**config.mk**
```make
export PLATFORM = sky130hd
export DESIGN_NAME = bmpq_ffs64
export DESIGN_NICKNAME = d
export VERILOG_FILES = /design/src/sv/bmpq_pkg.sv /design/src/sv/bmpq_ffs64.sv
export SDC_FILE = /design/constraint.sdc
export NUM_CORES = 1
export LEC_CHECK = 0
export ABC_AREA = 1
export ABC_CLOCK_PERIOD_IN_PS = 4400
export BUFFER_PORTS_ARGS = -buffer_cell sky130_fd_sc_hd__buf_4
export CAP_MARGIN = 0
export CORE_AREA = 2 2 54 56
export DETAILED_ROUTE_END_ITERATION = 10
export DIE_AREA = 0 0 56 58
export MAX_ROUTING_LAYER = met4
export PLACE_DENSITY = 0.86
export SYNTH_ARGS = -nofsm -noshare
export SYNTH_HDL_FRONTEND = slang
export SYNTH_SLANG_ARGS = --single-unit
```
**constraint.sdc**
```tcl
create_clock -name vclk -period 4.4
set_clock_uncertainty 0.15 [all_clocks]
set_input_delay 0.44 -clock vclk [all_inputs]
set_output_delay 0.44 -clock vclk [all_outputs]
set_load 0.005 [all_outputs]
```
**src/sv/bmpq_pkg.sv**
```systemverilog
// ----------------------------------------------------------------------------
// bmpq_pkg
// Shared types and constants for the bucket min priority queue: field widths,
// request codes, link encoding and the channel payload structs.
// ----------------------------------------------------------------------------
package bmpq_pkg;

  localparam int NUM_ENTRIES = 1024;
  localparam int ID_W        = 10;
  localparam int LINK_W      = 11;
  localparam int SCORE_W     = 32;
  localparam int BKT_W       = 16;
  localparam int NUM_BUCKETS = 65536;
  localparam int WORD_BITS   = 64;
  localparam int NUM_WORDS   = NUM_BUCKETS / WORD_BITS;
  localparam int BIT_W       = 6;
  localparam int WIDX_W      = BKT_W - BIT_W;
  localparam int CNT_W       = 11;

  localparam logic [LINK_W-1:0] NULL_LINK = LINK_W'(NUM_ENTRIES);

  // request codes
  localparam logic [1:0] REQ_ADD    = 2'd0;
  localparam logic [1:0] REQ_DELETE = 2'd1;
  localparam logic [1:0] REQ_UPDATE = 2'd2;
  localparam logic [1:0] REQ_LOWEST = 2'd3;

  typedef struct packed {
    logic [1:0]         req_type;
    logic [ID_W-1:0]    entry_id;
    logic [SCORE_W-1:0] score;
  } in_item_t;

  typedef struct packed {
    logic [ID_W-1:0]  result_id;
    logic             error;
    logic [CNT_W-1:0] entry_count;
  } out_item_t;

  // one entry record: presence, score and both list links
  typedef struct packed {
    logic               present;
    logic [SCORE_W-1:0] score;
    logic [LINK_W-1:0]  fwd;
    logic [LINK_W-1:0]  bwd;
  } entry_t;

endpackage

```
**src/sv/bmpq_ffs64.sv**
```systemverilog
// ----------------------------------------------------------------------------
// bmpq_ffs64
// Finds the lowest set bit of one 64-bit occupancy word.
// ----------------------------------------------------------------------------
module bmpq_ffs64 import bmpq_pkg::*; (
  input  logic [WORD_BITS-1:0] word_in,
  output logic                 found,
  output logic [BIT_W-1:0]     bit_idx
);

  // priority encode, lowest index wins
  always_comb begin
    bit_idx = '0;
    for (int i = WORD_BITS - 1; i >= 0; i--) begin
      if (word_in[i]) begin
        bit_idx = BIT_W'(i);
      end
    end
  end

  assign found = |word_in;

endmodule

```
==> summary.txt, run 1 <==
Logic synthesis
  – Seq/Total Area, Yosys: 0
  – Synthesized netlist cell count: ~240
  – Post-synth cell types: 16
  – Yosys top cell area share: 0.366
  – Synth area leader: nand2_1
  – Mean Syn Cell Area: around 4.4 um2
  – Mapped cell area: around 0.0010 mm2
  – Yosys warnings: 0
  – Syn Nets: 299
  – Synth top area cells: nand2_1 (37%), inv_1 (22%), nor2_1 (16%)

Detailed routing
  – Number of vias per cell: ~4.2
  – ANT nets after route: 0
  – Number of remaining DRC errors: 0
  – Initial DRT Pass Iterations: 3
  – Routed wire length: 2470 um
  – Post-DR wirelength/cell: between 7 and 8 um
  – DR iter-0 viols: 21
  – Vias: around 1.4k

Critical path
  – Slowest CP cell: a21oi_2
  – Critical path fanouts, max: 2
  – Critical path origin: word_in[62]
  – Critical path data arrival time: 3610 ps
  – CP Data Required Time: between 3000 and 4000 ps
  – Critical Path Max Stage Delay: 120 ps
  – CP most frequent cell: nand2_1
  – CP delay by family, top: simple AND/OR/NAND/NOR gates
  – CP Buf/Inv Count: 3
  – Critical Path Source Type: input port
  – Setup crit end kind: primary output
  – CP Class: input port to primary output

Final layout
  – # nets final: 372
  – Fill cells: just under 300
  – Clock Buffer Count: 0
  – Finished Layout Cells: 337
  – Final sequential cell count: 0
  – Layout cell share with drive strength beyond 1: 0.268
  – Final Core Density: 0.600
  – Antenna diode count: 0
  – Area delta synth->final: 55.8%
  – Register Area: 0 um2

Global route
  – Initial antenna violation count: 0
  – Largest net degree at the start of global routing: 4
  – Vias in the first global route: 1275
  – Congestion Overflow GR: 0
  – Wire length of the first global-routing pass: 4550 um
  – Gr usage total: 0.165

Placed design
  – Port bufs: around 70
  – Dpl cells: ~340
  – Gpl congestion: around 0.8
  – Pre-CTS setup slack: around 140 ps
  – Final HPWL DP: 2330 um

Pwr
  – Total power: roughly 0.11 mW
  – Leak: 1.06 nW
  – Worst VDD drop: about 0.047 mV
  – Sw Share: 0.398
  – Proportion of power drawn by combinational gates: 1.000
  – Pwr/cell area: between 70 and 80 mW/mm2
  – Internal cell power: 0.0684 mW
  – Reg power frac: 0
  – P_sw: between 0.04 and 0.05 mW
  – Clock Power Share: 0

Timing
  – Slew of the pin with the lowest slew margin: ~450 ps
  – Setup Viol. Count Final: 0
  – Crit path time final: 4200 ps
  – Fmax achieved: approximately 240 MHz
  – Final period utilization: 0.955
  – Final hold violation count: 0
  – Slew HR: 0.701
  – Post-route worst setup slack: around 200 ps
  – RSZ-0062 raised after global routing: yes
  – Slew Limit Fails: 0

Die
  – Initial core utilization: 0.385
  – Die W: ~56 um
  – Die height: 58 um
  – Rows: 19
  – I/O pins: 71
  – Area of the core: around 0.0027 mm2
  – Total Die Area: about 0.0032 mm2

Flow run
  – Max Cap Viol: 0

Clock network
  – Post-cts resize count: 0
  – Post-CTS setup buffer count: 0
  – Cts hold-fix bufs: 0

Status
  – Status: completed

Hold path
  – Worst min path class: input port to primary output
  – Worst hold start: word_in[0]
-- Yosys cell counts --
cell type  number
a211oi_1        1
a21oi_1         4
a21oi_2         1
a311oi_1        1
a31oi_1         1
bufinv_8        7
inv_1          59
inv_2           3
nand2_1       100
nand3_1         6
nor2_1         44
nor3_1          2
nor4_1          2
o21ai_0         2
o21bai_1        1
o31ai_1         1
-- through the flow --
step	hold WS, ps	instance area [um2]	TNS, ps
final	977	1600	0
after CTS	979	1600	0
after floorplan	748	1020	0
after global routing	990	1600	-540
after detailed placement	976	1600	0
after global placement	977	1600	0
-- layout make-up --
class,instances,area [um2],share of cell area
multi-input cells,166,669,0.419
inverters,69,355,0.223
well taps,31,38.8,0.0243
repair buffers,71,533,0.334
-- metal layers --
layer | part of all wire | vias to the layer above | global-route usage
li1 | - | 810 | -
met1 | 0.41 | 560 | 0.183
met2 | 0.53 | 34 | 0.333
met3 | 0.058 | 0 | 0.0179
met4 | 0 | 0 | 0
met5 | 0 | - | -
-- power by group through the flow --
| stage | clock network, mW | registers (mW) | logic (mW) |
|---|---|---|---|
| final | 0 | 0 | 0.114 |
| after global routing | 0 | 0 | 0.131 |
| after CTS | 0 | 0 | 0.115 |
| after detailed placement | 0 | 0 | 0.115 |
| after global placement | 0 | 0 | 0.113 |
| after floorplan | 0 | 0 | 0.0555 |
-- placed cells by master, fill, tap and decap left out, drive strengths merged --
master,instances
a211oi,1
a21oi,5
a311oi,1
a31oi,1
buf,71
bufinv,7
inv,62
nand2,100
nand3,6
nor2,44
nor3,2
nor4,2
o21ai,2
o21bai,1
o31ai,1
-- final timing paths --
path	endpoint	slack, ps	cells past startpoint
setup / recovery	bit_idx[0]	200	65
hold / removal	bit_idx[0]	980	3
-- cell families (layout without fill, tap and decap cells) --
group | count (synthesis) | in the layout | share of synthesized area
compound gates | 12 | 12 | 0.0745
buf+inv | 69 | 140 | 0.347
simple gates | 154 | 154 | 0.579
No activity file was read; power rests on OpenSTA's default activity.
==> run 2, diff against run 1 <==
- CELL_PAD_IN_SITES_DETAIL_PLACEMENT: not set -> 1
- CELL_PAD_IN_SITES_GLOBAL_PLACEMENT: not set -> 2
- CORE_AREA: 2 2 54 56 -> 2 2 81 83
- DIE_AREA: 0 0 56 58 -> 0 0 83 85
- GPL_ROUTABILITY_DRIVEN: not set -> 1
- PLACE_DENSITY: 0.86 -> 0.9
==> summary.txt, run 2 (synthesis gave the netlist of run 1 again) <==
Status
  – Status: completed

Hold path
  – Hold Path Sink: bit_idx[0]
  – Worst hold start: word_in[0]
  – Worst min path class: input port to primary output
  – Worst hold path stage count: 3 (unchanged)

Pwr
  – Reg power frac: 0 (unchanged)
  – Worst VDD drop: 0.0231 mV (-51%)
  – Clock Power Share: 0 (unchanged)
  – Proportion of power drawn by combinational gates: 1.000 (about the same)
  – Leak: 1.06 nW (unchanged)
  – Total power: 0.115 mW (+1.3%)
  – Sw Share: 0.406 (+0.00764)
  – Internal cell power: 0.0685 mW (about the same)
  – P_sw: 0.0468 mW (+3.3%)
  – Pwr/cell area: 69.7 mW/mm2 (-2.2%)

Critical path
  – Critical path fanouts, max: 2 (unchanged)
  – Critical path data arrival time: 3670 ps (+60 ps)
  – Setup crit end kind: primary output
  – Slowest CP cell: buf_4
  – Critical Path Max Stage Delay: 120 ps (about the same)
  – CP Class: input port to primary output
  – Critical Path Source Type: input port
  – CP most frequent cell: nand2_1
  – CP delay by family, top: simple AND/OR/NAND/NOR gates
  – CP Buf/Inv Count: 3 (unchanged)
  – CP Data Required Time: 3810 ps (about the same)

Global route
  – Vias in the first global route: 1468 (+15%)
  – Gr usage total: 0.0879 (-0.0766)
  – Congestion Overflow GR: 0 (unchanged)
  – Initial antenna violation count: 0 (unchanged)
  – Wire length of the first global-routing pass: 5490 um (+21%)
  – Largest net degree at the start of global routing: 4 (unchanged)

Final layout
  – Final sequential cell count: 0 (unchanged)
  – Commonest non-fill, non-tap cell in the layout: nand2_1
  – # nets final: 372 (unchanged)
  – Clock Buffer Count: 0 (unchanged)
  – Register Area: 0 um2 (unchanged)
  – Most frequent cells in the layout: nand2_1 (100), buf_4 (71), inv_1 (59), nor2_1 (44), bufinv_8 (7)
  – Antenna diode count: 0 (unchanged)
  – Layout cell share with drive strength beyond 1: 0.268 (unchanged)
  – Area delta synth->final: 61.4%

Die
  – Rows: 29 (+10)
  – Total Die Area: 0.00706 mm2 (+120%)
  – Die height: 85 um (+47%)
  – Die W: 83 um (+48%)
  – Initial core utilization: 0.165 (-0.220)
  – Area of the core: 0.00620 mm2 (+130%)
  – I/O pins: 71 (unchanged)

Timing
  – Slew Limit Fails: 0 (unchanged)
  – Setup Viol. Count Final: 0 (unchanged)
  – Final period utilization: 0.968 (+0.0135)
  – Fmax achieved: 235 MHz (-1.4%)
  – Setup TNS: 0 ps (unchanged)
  – RSZ-0062 raised after global routing: yes
  – Slew of the pin with the lowest slew margin: 454 ps (+8.61 ps)
  – Crit path time final: 4260 ps (+59.6 ps)
  – Slew HR: 0.695 (-0.00579)
  – Final hold violation count: 0 (unchanged)

Detailed routing
  – Number of remaining DRC errors: 0 (unchanged)
  – DR iter-0 viols: 10 (-52%)
  – Initial DRT Pass Iterations: 4 (+1)
  – Routed wire length: 3060 um (+24%)
  – Number of vias per cell: 3.78 (-9.2%)
  – Post-DR wirelength/cell: 7.99 um (+9.0%)
  – ANT nets after route: 0 (unchanged)
  – Vias: 1449 (+3.2%)

Clock network
  – Post-CTS setup buffer count: 0 (unchanged)
  – Cts hold-fix bufs: 0 (unchanged)
  – Post-cts resize count: 0 (unchanged)

Placed design
  – Gpl congestion: 0.762 (-2.6%)
  – Port bufs: 71 (unchanged)
  – Final HPWL DP: 2960 um (+27%)

Flow run
  – Max Cap Viol: 0 (unchanged)
[run 2: worst max-delay path by stage]
stage | from | to | slack [ps] | cells after the start
after global routing | word_in[62] | bit_idx[0] | -650 | 65
after global placement | word_in[62] | bit_idx[0] | 100 | 65
after floorplan | word_in[62] | bit_idx[0] | 670 | 63
after CTS | word_in[62] | bit_idx[0] | 40 | 65
after detailed placement | word_in[62] | bit_idx[0] | 50 | 65
final | word_in[62] | bit_idx[0] | 140 | 65
[run 2: routing by layer]
metal | track usage | up-vias | wire length, um
li1 | - | 808 | -
met1 | 0.107 | 604 | 1360
met3 | 0.0117 | 0 | 182
met4 | 0 | 0 | 0
met5 | - | - | 0
met2 | 0.164 | 37 | 1520
[run 2: tightest hold or removal path, delay by kind of cell]
kind                   cells  cell delay (ps)
AOI/OAI and AO/OA          1               30
buffers and inverters      2              220
[run 2: area by class of cell]
cell class / count / area, um2
Fill cell: 869 / 4550
Multi-Input combinational cell: 166 / 669
Timing Repair Buffer: 71 / 533
Inverter: 69 / 355
Tap cell: 77 / 96.3
[run 2: power groups by stage]
stage / clock network, mW / logic, mW / registers (mW)
6_report: 0 / 0.115 / 0
2_1_floorplan: 0 / 0.0555 / 0
3_5_place_dp: 0 / 0.118 / 0
5_1_grt: 0 / 0.133 / 0
3_3_place_gp: 0 / 0.116 / 0
4_1_cts: 0 / 0.118 / 0
[run 2: stage by stage]
stage	util	hold slack (ps)	setup slack (ps)	cells	cell area [um2]
5_1_grt	0.267	988	-649	383	1650
2_1_floorplan	-	748	674	235	1020
4_1_cts	0.267	985	43.9	383	1650
3_5_place_dp	0.267	983	49.9	383	1650
3_3_place_gp	0.267	979	104	383	1650
6_report	0.267	982	140	383	1650
